### src/rtl/ascii85_stream_decoder_macros.svh
// Assertion macros for the ASCII85 stream decoder.
// Included by the top level; no other dependencies.
`ifndef ASCII85_STREAM_DECODER_MACROS_SVH
`define ASCII85_STREAM_DECODER_MACROS_SVH
`ifndef SYNTHESIS
// same-cycle implication
`define A85_ASSERT_IMP(label, clk, rst, ante, cons) \
   label: assert property (@(posedge clk) disable iff (rst) (ante) |-> (cons)) \
      else $error("ascii85 decoder check failed");
// next-cycle implication
`define A85_ASSERT_NEXT(label, clk, rst, ante, cons) \
   label: assert property (@(posedge clk) disable iff (rst) (ante) |=> (cons)) \
      else $error("ascii85 decoder check failed");
`else
`define A85_ASSERT_IMP(label, clk, rst, ante, cons)
`define A85_ASSERT_NEXT(label, clk, rst, ante, cons)
`endif
`endif

### src/rtl/asc85_pkg.sv
// Shared types for the ASCII85 stream decoder.
// No dependencies; imported by every module of the block.
`default_nettype none

package asc85_pkg;

   typedef struct packed {
      logic       mode;
      logic [7:0] char_code;
   } req_type;

   typedef struct packed {
      logic [7:0] data_byte;
      logic       bad_char;
      logic       last_of_run;
   } rsp_type;

   // one queued group: up to four bytes, emitted from word[31:24] down
   typedef struct packed {
      logic [31:0] word;
      logic [1:0]  last_idx;
      logic        bad;
   } grp_type;

   typedef struct packed {
      logic full;
      logic empty;
   } fifo_stat_type;

endpackage

`default_nettype wire

### src/rtl/asc85_fifo.sv
// Group queue between the front (classify/accumulate) and back (byte output).
// Depends on asc85_pkg.
`default_nettype none

module asc85_fifo
   import asc85_pkg::*;
#(
   parameter int DEPTH = 4
) (
   input  wire logic          clock,
   input  wire logic          reset,
   input  wire logic          push,
   input  wire grp_type       wdata,
   input  wire logic          pop,
   output grp_type            head,
   output fifo_stat_type      stat
);

   localparam int PW = (DEPTH > 1) ? $clog2(DEPTH) : 1;
   localparam int CW = $clog2(DEPTH + 1);

   grp_type         mem_ff [DEPTH];
   logic [PW-1:0]   wr_ptr_ff, wr_ptr_in;
   logic [PW-1:0]   rd_ptr_ff, rd_ptr_in;
   logic [CW-1:0]   count_ff, count_in;

   function automatic logic [PW-1:0] ptr_next(input logic [PW-1:0] p);
      return (p == PW'(DEPTH - 1)) ? '0 : p + PW'(1);
   endfunction

   always_comb begin
      wr_ptr_in = push ? ptr_next(wr_ptr_ff) : wr_ptr_ff;
      rd_ptr_in = pop  ? ptr_next(rd_ptr_ff) : rd_ptr_ff;
      count_in  = count_ff;
      if (push && !pop) begin
         count_in = count_ff + CW'(1);
      end else if (pop && !push) begin
         count_in = count_ff - CW'(1);
      end
   end

   always_ff @(posedge clock) begin
      if (reset) begin
         wr_ptr_ff <= '0;
         rd_ptr_ff <= '0;
         count_ff  <= '0;
      end else begin
         wr_ptr_ff <= wr_ptr_in;
         rd_ptr_ff <= rd_ptr_in;
         count_ff  <= count_in;
      end
   end

   always_ff @(posedge clock) begin
      if (push) begin
         mem_ff[wr_ptr_ff] <= wdata;
      end
   end

   assign head       = mem_ff[rd_ptr_ff];
   assign stat.full  = (count_ff == CW'(DEPTH));
   assign stat.empty = (count_ff == '0);

endmodule

`default_nettype wire

### src/rtl/asc85_front.sv
// Front end: accepts characters, folds base-85 digits, queues byte groups.
// Depends on asc85_pkg; feeds asc85_fifo.
`default_nettype none

module asc85_front
   import asc85_pkg::*;
(
   input  wire logic          clock,
   input  wire logic          reset,
   input  wire logic          req_valid,
   output logic               req_ready,
   input  wire req_type       req_data,
   input  wire fifo_stat_type q_stat,
   output logic               q_push,
   output grp_type            q_wdata
);

   localparam logic [7:0]  CHAR_BANG  = 8'h21;
   localparam logic [7:0]  CHAR_U     = 8'h75;
   localparam logic [7:0]  CHAR_Z     = 8'h7A;
   localparam logic [7:0]  CHAR_SPACE = 8'h20;
   localparam logic [7:0]  CHAR_TAB   = 8'h09;
   localparam logic [7:0]  CHAR_LF    = 8'h0A;
   localparam logic [7:0]  CHAR_CR    = 8'h0D;
   localparam logic [31:0] BASE       = 32'd85;
   localparam logic [2:0]  LAST_DIGIT = 3'd4;

   logic [31:0] acc_ff, acc_in;
   logic [2:0]  cnt_ff, cnt_in;
   logic        accept;
   logic [7:0]  diff;
   logic [31:0] acc_mac;
   logic [31:0] scale;
   logic [31:0] pad_word;
   logic        is_ws;
   logic        is_digit;

   // 85^(5-n): padding n digits with 84s equals (acc+1)*85^(5-n) - 1
   always_comb begin
      unique case (cnt_ff)
         3'd2:    scale = 32'd614125;
         3'd3:    scale = 32'd7225;
         default: scale = BASE;
      endcase
   end

   always_comb begin
      accept   = req_valid && req_ready;
      diff     = req_data.char_code - CHAR_BANG;
      acc_mac  = (acc_ff * BASE) + {25'b0, diff[6:0]};
      pad_word = ((acc_ff + 32'd1) * scale) - 32'd1;
      is_ws    = (req_data.char_code == CHAR_SPACE) || (req_data.char_code == CHAR_TAB)
               || (req_data.char_code == CHAR_LF) || (req_data.char_code == CHAR_CR);
      is_digit = (req_data.char_code >= CHAR_BANG) && (req_data.char_code <= CHAR_U);

      acc_in   = acc_ff;
      cnt_in   = cnt_ff;
      q_push   = 1'b0;
      q_wdata  = '{word: '0, last_idx: 2'd3, bad: 1'b0};

      if (accept) begin
         priority if (req_data.mode) begin
            // flush: n digits give n-1 bytes
            q_push           = (cnt_ff >= 3'd2);
            q_wdata.word     = pad_word;
            q_wdata.last_idx = 2'(cnt_ff - 3'd2);
            acc_in           = '0;
            cnt_in           = '0;
         end else if (is_ws) begin
            // skip
         end else if ((req_data.char_code == CHAR_Z) && (cnt_ff == '0)) begin
            q_push = 1'b1;
         end else if (is_digit) begin
            if (cnt_ff == LAST_DIGIT) begin
               q_push       = 1'b1;
               q_wdata.word = acc_mac;
               acc_in       = '0;
               cnt_in       = '0;
            end else begin
               acc_in = acc_mac;
               cnt_in = cnt_ff + 3'd1;
            end
         end else begin
            q_push           = 1'b1;
            q_wdata.last_idx = 2'd0;
            q_wdata.bad      = 1'b1;
            acc_in           = '0;
            cnt_in           = '0;
         end
      end
   end

   assign req_ready = !q_stat.full;

   always_ff @(posedge clock) begin
      if (reset) begin
         acc_ff <= '0;
         cnt_ff <= '0;
      end else begin
         acc_ff <= acc_in;
         cnt_ff <= cnt_in;
      end
   end

endmodule

`default_nettype wire

### src/rtl/asc85_back.sv
// Back end: splits queued groups into bytes and holds the output register.
// Depends on asc85_pkg; drains asc85_fifo.
`default_nettype none

module asc85_back
   import asc85_pkg::*;
(
   input  wire logic          clock,
   input  wire logic          reset,
   input  wire fifo_stat_type q_stat,
   input  wire grp_type       q_head,
   output logic               q_pop,
   output logic               rsp_valid,
   input  wire logic          rsp_ready,
   output rsp_type            rsp_data
);

   logic [1:0] idx_ff, idx_in;
   logic       rsp_valid_ff, rsp_valid_in;
   rsp_type    rsp_data_ff, rsp_data_in;
   logic       load;
   logic       emit;
   logic       last;
   logic [7:0] sel_byte;

   always_comb begin
      unique case (idx_ff)
         2'd0:    sel_byte = q_head.word[31:24];
         2'd1:    sel_byte = q_head.word[23:16];
         2'd2:    sel_byte = q_head.word[15:8];
         default: sel_byte = q_head.word[7:0];
      endcase
   end

   always_comb begin
      // refill the output register when it is empty or being taken
      load  = !rsp_valid_ff || rsp_ready;
      emit  = load && !q_stat.empty;
      last  = (idx_ff == q_head.last_idx);
      q_pop = emit && last;

      idx_in       = idx_ff;
      rsp_valid_in = rsp_valid_ff;
      rsp_data_in  = rsp_data_ff;
      if (load) begin
         rsp_valid_in = !q_stat.empty;
      end
      if (emit) begin
         rsp_data_in = '{data_byte: sel_byte, bad_char: q_head.bad, last_of_run: last};
         idx_in      = last ? 2'd0 : idx_ff + 2'd1;
      end
   end

   always_ff @(posedge clock) begin
      if (reset) begin
         idx_ff       <= '0;
         rsp_valid_ff <= 1'b0;
      end else begin
         idx_ff       <= idx_in;
         rsp_valid_ff <= rsp_valid_in;
      end
   end

   always_ff @(posedge clock) begin
      rsp_data_ff <= rsp_data_in;
   end

   assign rsp_valid = rsp_valid_ff;
   assign rsp_data  = rsp_data_ff;

endmodule

`default_nettype wire

### src/rtl/ascii85_stream_decoder.sv
// ASCII85 stream decoder top level: front, group queue, back.
// Depends on asc85_pkg, asc85_front, asc85_fifo, asc85_back and the macros header.
//
//   Port group   Dir   Payload    Meaning
//   req_         in    req_type   one character or an end-of-stream word
//   rsp_         out   rsp_type   one decoded byte or a bad-character report
//
// A word is taken every cycle while the group queue has room; the base-85
// multiply-accumulate sits in the front, one per word.
// Results leave at one byte per cycle from the back's output register while
// rsp_ready is high; a five-digit group gives four bytes, and the queue of
// QUEUE_DEPTH groups absorbs the bursts and stalls the input when full.
// Reset clears the accumulator, digit count, queue and output valid.
`default_nettype none
`include "ascii85_stream_decoder_macros.svh"

module ascii85_stream_decoder
   import asc85_pkg::*;
#(
   parameter int QUEUE_DEPTH = 4
) (
   input  wire logic    clock,
   input  wire logic    reset,
   input  wire logic    req_valid,
   output logic         req_ready,
   input  wire req_type req_data,
   output logic         rsp_valid,
   input  wire logic    rsp_ready,
   output rsp_type      rsp_data
);

   fifo_stat_type q_stat;
   logic          q_push;
   logic          q_pop;
   grp_type       q_wdata;
   grp_type       q_head;

   asc85_front u_front (
      .clock     (clock),
      .reset     (reset),
      .req_valid (req_valid),
      .req_ready (req_ready),
      .req_data  (req_data),
      .q_stat    (q_stat),
      .q_push    (q_push),
      .q_wdata   (q_wdata)
   );

   asc85_fifo #(
      .DEPTH (QUEUE_DEPTH)
   ) u_fifo (
      .clock (clock),
      .reset (reset),
      .push  (q_push),
      .wdata (q_wdata),
      .pop   (q_pop),
      .head  (q_head),
      .stat  (q_stat)
   );

   asc85_back u_back (
      .clock     (clock),
      .reset     (reset),
      .q_stat    (q_stat),
      .q_head    (q_head),
      .q_pop     (q_pop),
      .rsp_valid (rsp_valid),
      .rsp_ready (rsp_ready),
      .rsp_data  (rsp_data)
   );

   `A85_ASSERT_IMP(a_bad_is_last, clock, reset, rsp_valid && rsp_data.bad_char, rsp_data.last_of_run && (rsp_data.data_byte == 8'h00))
   `A85_ASSERT_NEXT(a_reset_clears, clock, 1'b0, reset, !rsp_valid && q_stat.empty)
   `A85_ASSERT_IMP(a_pop_nonempty, clock, reset, q_pop, !q_stat.empty)

endmodule

`default_nettype wire
### config.mk
export PLATFORM = sky130hd
export DESIGN_NAME = ascii85_stream_decoder
export DESIGN_NICKNAME = d
export VERILOG_FILES = /design/src/rtl/asc85_pkg.sv /design/src/rtl/asc85_fifo.sv /design/src/rtl/asc85_front.sv /design/src/rtl/asc85_back.sv /design/src/rtl/ascii85_stream_decoder.sv
export VERILOG_INCLUDE_DIRS = /design/src /design/src/rtl
export SDC_FILE = /design/constraint.sdc
export NUM_CORES = 1
export LEC_CHECK = 0
export ABC_AREA = 1
export ABC_CLOCK_PERIOD_IN_PS = 6900
export BUFFER_PORTS_ARGS = -buffer_cell sky130_fd_sc_hd__buf_4
export CORE_MARGIN = 5
export CORE_UTILIZATION = 40
export CTS_BUF_LIST = sky130_fd_sc_hd__clkbuf_4
export DETAILED_ROUTE_END_ITERATION = 12
export PLACE_DENSITY = 0.68
export REMOVE_ABC_BUFFERS = 1
export SLEW_MARGIN = 40
export SYNTH_ARGS = -nofsm -noshare
export SYNTH_HDL_FRONTEND = slang
export SYNTH_SLANG_ARGS = --single-unit
### constraint.sdc
create_clock -name clock -period 6.9 [get_ports clock]
set_clock_uncertainty 0.1 [all_clocks]
set_input_delay 0.345 -clock clock [delete_from_list [all_inputs] [get_ports clock]]
set_output_delay 0.345 -clock clock [all_outputs]
set_load 0.005 [all_outputs]
==> metrics.md, run 1 <==
| Metric | Value |
|---|---|
| CTS sink cnt | `197` |
| CP Max Fanout | `5` |
| Worst setup SP type | `flip-flop` |
| Peak supply drop | `0.136 mV` |
| DRC Markers | `0` |
| Fin area | `29800 um^2` |
| Die span in y | `between 200 and 300 um` |
| Switch share | `0.407` |
| Failing checks | `negative setup slack` |
| Max-cap viol count | `0` |
| IO Count | `25` |
| # port buffers | `24` |
| Hold path cells | `2` |
| Max-slew violations | `0` |
| Vias post-DR | `19950` |
| Cells after synthesis | `2811` |
| R2r setup slk | `-0.58 ns` |
| Final setup fails | `68` |
| Setup WS post-layout | `-0.579 ns` |
| Placed inst area | `28000 um^2` |
| Antenna-violating nets left | `0` |
| Sequential area share after synthesis | `0.225` |
| R2R Path End | `u_fifo.mem_ff[0][33]$_DFFE_PP_` |
| Setup_tns | `-26.26 ns` |
| RSZ-0062 raised after global routing | `true` |
| Power density cells | `150 nW/um^2` |
| Crit-path slowest cell | `fa_1` |
| Area Overhead vs Synth | `23.3%` |
| Reg2reg start | `u_front.acc_ff[1]$_SDFFE_PP0P_` |
| Crit path required time | `7.24 ns` |
| Row count | `90` |
| Relative slew slack | `0.484` |
| R2R depth | `35` |
| Final core occ | `0.496` |
| H-tree levels | `4` |
| Tot GR Track Use | `0.196` |
| Hpwl dp | `~53000 um` |
| Total wire length | `approximately 66000 um` |
| Routability cong. | `0.966` |
| Crit path kind | `reg -> reg` |
| TritonCTS Buffers | `17` |
| Core area | `60100 um^2` |
| Syn avg cell area | `8.61 um^2` |
| Crit path time final | `7.48 ns` |
| Largest net degree at the start of global routing | `72` |
| CTS root buf | `clkbuf_4` |
| Outcome | `finished, violations left` |
| Area contributors post-synth | `fa_1 (26%), edfxtp_1 (19%), ha_1 (14%)` |
| Crit share post-route | `1.08` |
| Hold Path End | `u_front.cnt_ff[2]$_SDFFE_PP0P_` |
| Setup slack at placement | `-0.985 ns` |
| Die Span X | `around 260 um` |
| Clock Power Share | `0.143` |
| CP top delay family | `adder cells` |
| Distinct cells, synth | `50` |
| Critical Path Max Stage Delay | `approximately 0.56 ns` |
| Initial antenna violation count | `1` |
| CP endpoint kind | `flip-flop` |
| Asr flop ratio synth | `0` |
| # nets final | `3808` |
| Remaining Overflow, GRT | `0` |
| Drt first pass iters | `6` |
| Hold_sp | `reset` |
| Worst min path class | `in -> reg` |
| Via density | `4.97` |
| Number of flops mapped to enable cells by yosys | `150` |
| Initial DRC count | `1332` |
| CTS tree | `yes` |
| Internal Power | `2650 uW` |
| Gate power share | `0.520` |
| Cell Area, Synth | `24200 um^2` |
| Fmax | `134 MHz` |
| Final Hold Vio Count | `0` |
| Sequential power share | `0.336` |
| Vias in the first global route | `19698` |
| Clock Path Buffers | `2` |
| Share of post-route cells with drive strength above 1 | `0.234` |
| Synth Flop Type | `edfxtp_1` |
| Top cell by count, worst path | `inv_2` |
| Critical Path AT | `a little under 8 ns` |
| Die area | `65500 um^2` |
| Worst path buffer plus inverter count | `11` |
| Worst Tran Pin Value | `approximately 0.77 ns` |
| Ys Warns | `0` |
| Synthesis-stage register bit count | `197` |
| Clock latency on the worst-skew pair | `0.63 ns` |
| Wire length of the first global-routing pass | `between 100000 and 150000 um` |
| Clock transition at the registers of the reported paths | `0.17 ns` |
| Leakage power figure | `0.0149 uW` |
| Synth area leader | `fa_1` |
| Routed len/inst | `between 15 and 20 um` |
| NetSw | `1820 uW` |
| Initial Util | `0.402` |
| Fraction of synthesized cell area taken by the top area cell type | `0.256` |
## layout make-up
cell class,count,area (um^2)
inverters,697,2630
multi-input cells,1862,17000
clock inverters,15,173
fillers,5527,30300
repair buffers,443,3450
clock buffers,17,128
well taps,782,978
diodes,1,2.50
flip-flops and latches,197,5470
## routing by layer
layer | GRT usage | vias up | share of wire
li1 | - | 9599 | -
met1 | 0.276 | 9792 | 0.45
met2 | 0.334 | 482 | 0.49
met3 | 0.0210 | 77 | 0.047
met4 | 0.0376 | 0 | 0.017
met5 | 0 | - | 0
## worst max-delay path by stage
stage,start,end,slack (ns),cells after the start
floorplan,u_front.cnt_ff[0]$_SDFFE_PP0P_,u_fifo.mem_ff[0][34]$_DFFE_PP_,-0.84,35
finish,u_front.acc_ff[1]$_SDFFE_PP0P_,u_fifo.mem_ff[0][33]$_DFFE_PP_,-0.58,35
CTS,u_front.acc_ff[0]$_SDFFE_PP0P_,u_fifo.mem_ff[0][33]$_DFFE_PP_,-0.64,36
global route,u_front.acc_ff[1]$_SDFFE_PP0P_,u_fifo.mem_ff[2][32]$_DFFE_PP_,-0.80,33
detailed placement,u_front.acc_ff[1]$_SDFFE_PP0P_,u_fifo.mem_ff[2][33]$_DFFE_PP_,-0.98,33
global placement,u_front.acc_ff[8]$_SDFFE_PP0P_,u_fifo.mem_ff[1][33]$_DFFE_PP_,-0.86,34
## synth_stat cells (all sizes together), types with 26 or more instances
| cell | instances |
|---|---|
| xor2 | 45 |
| nand2 | 403 |
| fa | 310 |
| ha | 267 |
| o21ai | 121 |
| nand3 | 111 |
| inv | 694 |
| edfxtp | 150 |
| clkbuf | 42 |
| nor2 | 258 |
| a21oi | 168 |
| o22ai | 27 |
| dfxtp | 47 |
| xnor2 | 26 |
## registers in the layout, summed over array words and instances (netlist names), named ones only
name              flops
u_front.acc_ff       32
u_back.idx_ff         2
u_fifo.wr_ptr_ff      2
u_front.cnt_ff        3
u_fifo.rd_ptr_ff      2
u_back.rsp_valid      1
u_fifo.count_ff       3
u_fifo.mem_ff       140
u_back.rsp_data      10
## cell usage in the layout (no fill, tap or decap), drive strengths merged, types with 15 or more instances in the layout
| master | instances |
|---|---|
| xnor2 | 26 |
| buf | 442 |
| nand2 | 403 |
| o21ai | 121 |
| dfxtp | 47 |
| o21bai | 15 |
| edfxtp | 150 |
| clkbuf | 17 |
| or2 | 21 |
| nor2 | 258 |
| inv | 698 |
| nand3 | 111 |
| a21oi | 168 |
| o22ai | 27 |
| ha | 267 |
| fa | 310 |
| nor3 | 21 |
| xor2 | 45 |
## stage by stage
stage               power, uW  hold WS [ns]  std cells
floorplan                2630         0.314       2756
global placement         3400         0.376       3938
detailed placement       3440         0.393       3938
CTS                      4220        0.0388       3982
global route             4760        0.0442       4014
finish                   4470        0.0788       4014
## repair_timing
action                                  4_1_cts  5_1_grt
endpoints found under the hold margin         1        0
pin swaps                                    32       82
gates resized for setup                     121      177
hold buffers                                  1        0
endpoints found under the setup margin       80       88
cloned                                        0        0
setup buffers                                11       34
## cell families (layout without fill, tap and decap cells)
| family | count (synthesis) | count (layout) | synth area share |
|---|---|---|---|
| compound gates | 372 | 372 | 0.0839 |
| xor+xnor | 71 | 71 | 0.0263 |
| fa+ha+maj | 577 | 577 | 0.394 |
| buf+inv | 752 | 1172 | 0.118 |
| flops | 197 | 197 | 0.225 |
| other cells | 0 | 1 | 0 |
| simple gates | 842 | 842 | 0.152 |
## power groups by stage
stage | clock network, uW | registers, uW | logic, uW
after CTS | 657 | 1510 | 2060
after global routing | 704 | 1520 | 2540
after detailed placement | 0 | 1530 | 1910
after floorplan | 0 | 1560 | 1070
final | 640 | 1510 | 2330
after global placement | 0 | 1530 | 1870
No activity file was read; power rests on OpenSTA's default activity.
==> run 2: changes to the inputs <==
Settings changed: CELL_PAD_IN_SITES_DETAIL_PLACEMENT from default to 1, CELL_PAD_IN_SITES_GLOBAL_PLACEMENT from default to 1, PLACE_DENSITY 0.68 to 0.81.
==> run 2 against run 1 <==
The flow still finishes with violations (negative setup slack). Critical path depth is 2 lower. Global-route usage is 8.8 points higher. Sequential share of layout area down 0.26 points. Critical path type unchanged. Largest cell class unchanged. Highest routed layer is now met5.
==> metrics.md, run 2 (synthesized netlist as in run 1, its figures left out) <==
| Metric | Value |
|---|---|
| Drt first pass iters | `6 (unchanged)` |
| Routability cong. | `0.939 (-2.8%)` |
| Total power | `5270 uW (+18%)` |
| Initial DRC count | `2497 (+87%)` |
| Max reg flops | `140 (unchanged)` |
| Clock Path Buffers | `2 (unchanged)` |
| Clock latency on the worst-skew pair | `0.72 ns (+0.09 ns)` |
| Fmax | `114 MHz (-14%)` |
| Initial Util | `0.402 (unchanged)` |
| Hpwl dp | `68700 um (+29%)` |
| Largest Register | `u_fifo.mem_ff` |
| Area Overhead vs Synth | `24.9%` |
| Leakage power figure | `0.0150 uW (+0.45%)` |
| Power density cells | `174 nW/um^2 (+16%)` |
| # port buffers | `24 (unchanged)` |
| Crit share post-route | `1.27 (+0.183)` |
| Failing checks | `negative setup slack` |
| Largest net degree at the start of global routing | `72 (unchanged)` |
| Crit path kind | `reg -> reg` |
| CTS sink cnt | `197 (unchanged)` |
| H-tree levels | `4 (unchanged)` |
| Row count | `90 (unchanged)` |
| Setup slack at placement | `-1.17 ns (-0.186 ns)` |
| Clock transition at the registers of the reported paths | `0.26 ns (+0.09 ns)` |
| Share of post-route cells with drive strength above 1 | `0.259 (+0.0247)` |
| Routed len/inst | `28.1 um (+70%)` |
| Die span in y | `256 um (unchanged)` |
| R2r setup slk | `-1.84 ns (-1.27 ns)` |
| Most frequent cells in the layout | `inv_1 (638), buf_4 (427), nand2_1 (354)` |
| Wire length of the first global-routing pass | `145000 um (+40%)` |
| Max-cap viol count | `0 (unchanged)` |
| Critical Path Max Stage Delay | `0.68 ns (+0.12 ns)` |
| Vias in the first global route | `25228 (+28%)` |
| Core area | `60100 um^2 (unchanged)` |
| IO Count | `25 (unchanged)` |
| Worst min path class | `in -> reg` |
| Die area | `65500 um^2 (unchanged)` |
| CTS tree | `yes` |
| # nets final | `3817 (+0.24%)` |
| Setup WS post-layout | `-1.84 ns (-1.27 ns)` |
| Antenna-violating nets left | `0 (unchanged)` |
| Top cell by count, worst path | `fa_1` |
| Crit-path slowest cell | `fa_1` |
| TritonCTS Buffers | `17 (unchanged)` |
| Crit path time final | `8.74 ns (+1.27 ns)` |
| Final setup fails | `96 (+41%)` |
| Remaining Overflow, GRT | `0 (unchanged)` |
| Outcome | `finished, violations left` |
| Vias post-DR | `23704 (+19%)` |
| Critical Path AT | `9.09 ns (+1.27 ns)` |
| Worst Tran Pin Value | `1.05 ns (+0.282 ns)` |
| Most common cell after layout, fill and taps aside | `inv_1` |
| CP Max Fanout | `6 (+1)` |
| CP endpoint kind | `flip-flop` |
| Relative slew slack | `0.294 (-0.190)` |
| RSZ-0062 raised after global routing | `true` |
| Tot GR Track Use | `0.284 (+0.0876)` |
| Initial antenna violation count | `5 (+4)` |
| Total wire length | `113000 um (+70%)` |
| Final Hold Vio Count | `0 (unchanged)` |
| CTS root buf | `clkbuf_4` |
| Worst setup SP type | `flip-flop` |
| Max-slew violations | `0 (unchanged)` |
| Crit path required time | `7.25 ns (about the same)` |
| DRC Markers | `0 (unchanged)` |
| Die Span X | `256 um (unchanged)` |
| Peak supply drop | `0.136 mV (about the same)` |
| Via density | `5.89 (+19%)` |
[run 2: cell types whose count changed in the layout (fill, tap and decap cells not counted), moves of 9 or more]
cell,before,now
nor2_2,20,33
inv_1,654,638
nor2_1,207,186
fa_2,10,19
fa_1,300,291
inv_2,36,50
[run 2: area by class of cell]
cell class,count,area [um^2]
Tap cell,782,978
Timing Repair Buffer,452,3560
Multi-Input combinational cell,1862,17300
Sequential cell,197,5470
Clock buffer,18,135
Antenna cell,1,2.50
Clock inverter,14,186
Fill cell,7046,29900
Inverter,697,2640
[run 2: worst paths after layout]
check	start	end	cells past startpoint
max	u_front.acc_ff[7]$_SDFFE_PP0P_	u_fifo.mem_ff[2][25]$_DFFE_PP_	33
min	reset	u_front.acc_ff[11]$_SDFFE_PP0P_	2
max reg2reg	u_front.acc_ff[7]$_SDFFE_PP0P_	u_fifo.mem_ff[2][25]$_DFFE_PP_	33
min reg2reg	u_fifo.count_ff[2]$_SDFFE_PP0P_	u_fifo.count_ff[2]$_SDFFE_PP0P_	2
[run 2: power by group]
group | switching, uW | total, uW | internal, uW
logic | 1930 | 3020 | 1090
clock network | 499 | 736 | 237
registers | 46.4 | 1520 | 1470
total | 2480 | 5270 | 2790
[run 2: metrics by stage]
| stage | hold WS [ns] | cell area [um^2] | TNS, ns | util | cells |
|---|---|---|---|---|---|
| 6_report | 0.0430 | 30200 | -115.37 | 0.503 | 4023 |
| 4_1_cts | 0.00886 | 29400 | -34.46 | 0.490 | 4008 |
| 2_1_floorplan | 0.314 | 24000 | -36.28 | - | 2756 |
| 3_5_place_dp | 0.388 | 28200 | -74.46 | 0.468 | 3953 |
| 5_1_grt | 0.0522 | 30200 | -115.18 | 0.503 | 4023 |
| 3_3_place_gp | 0.377 | 28200 | -37.05 | 0.468 | 3953 |
[run 2: routing by layer]
metal	share of wire	vias up	track usage
met5	0.00031	-	0
met1	0.33	11648	0.325
met4	0.11	6	0.185
met2	0.46	1651	0.493
met3	0.10	783	0.0455
li1	-	9616	-
[run 2: what timing repair did]
| item | CTS | global route |
|---|---|---|
| resized for setup | 214 | 170 |
| hold endpoints to repair | 1 | 0 |
| hold buffers | 1 | 0 |
| pin swaps | 92 | 58 |
| endpoints found under the setup margin | 96 | 93 |
| setup buffers | 23 | 14 |
[run 2: worst max-delay path, delay by kind of cell (launching register included)]
kind,cells,cell delay [ns]
buffers and inverters,10,1.29
DFF,1,0.45
AOI/OAI and AO/OA,4,0.89
adders and majority gates,8,3.87
and+or+nand+nor,10,1.73
xor gates and xnor gates,1,0.12
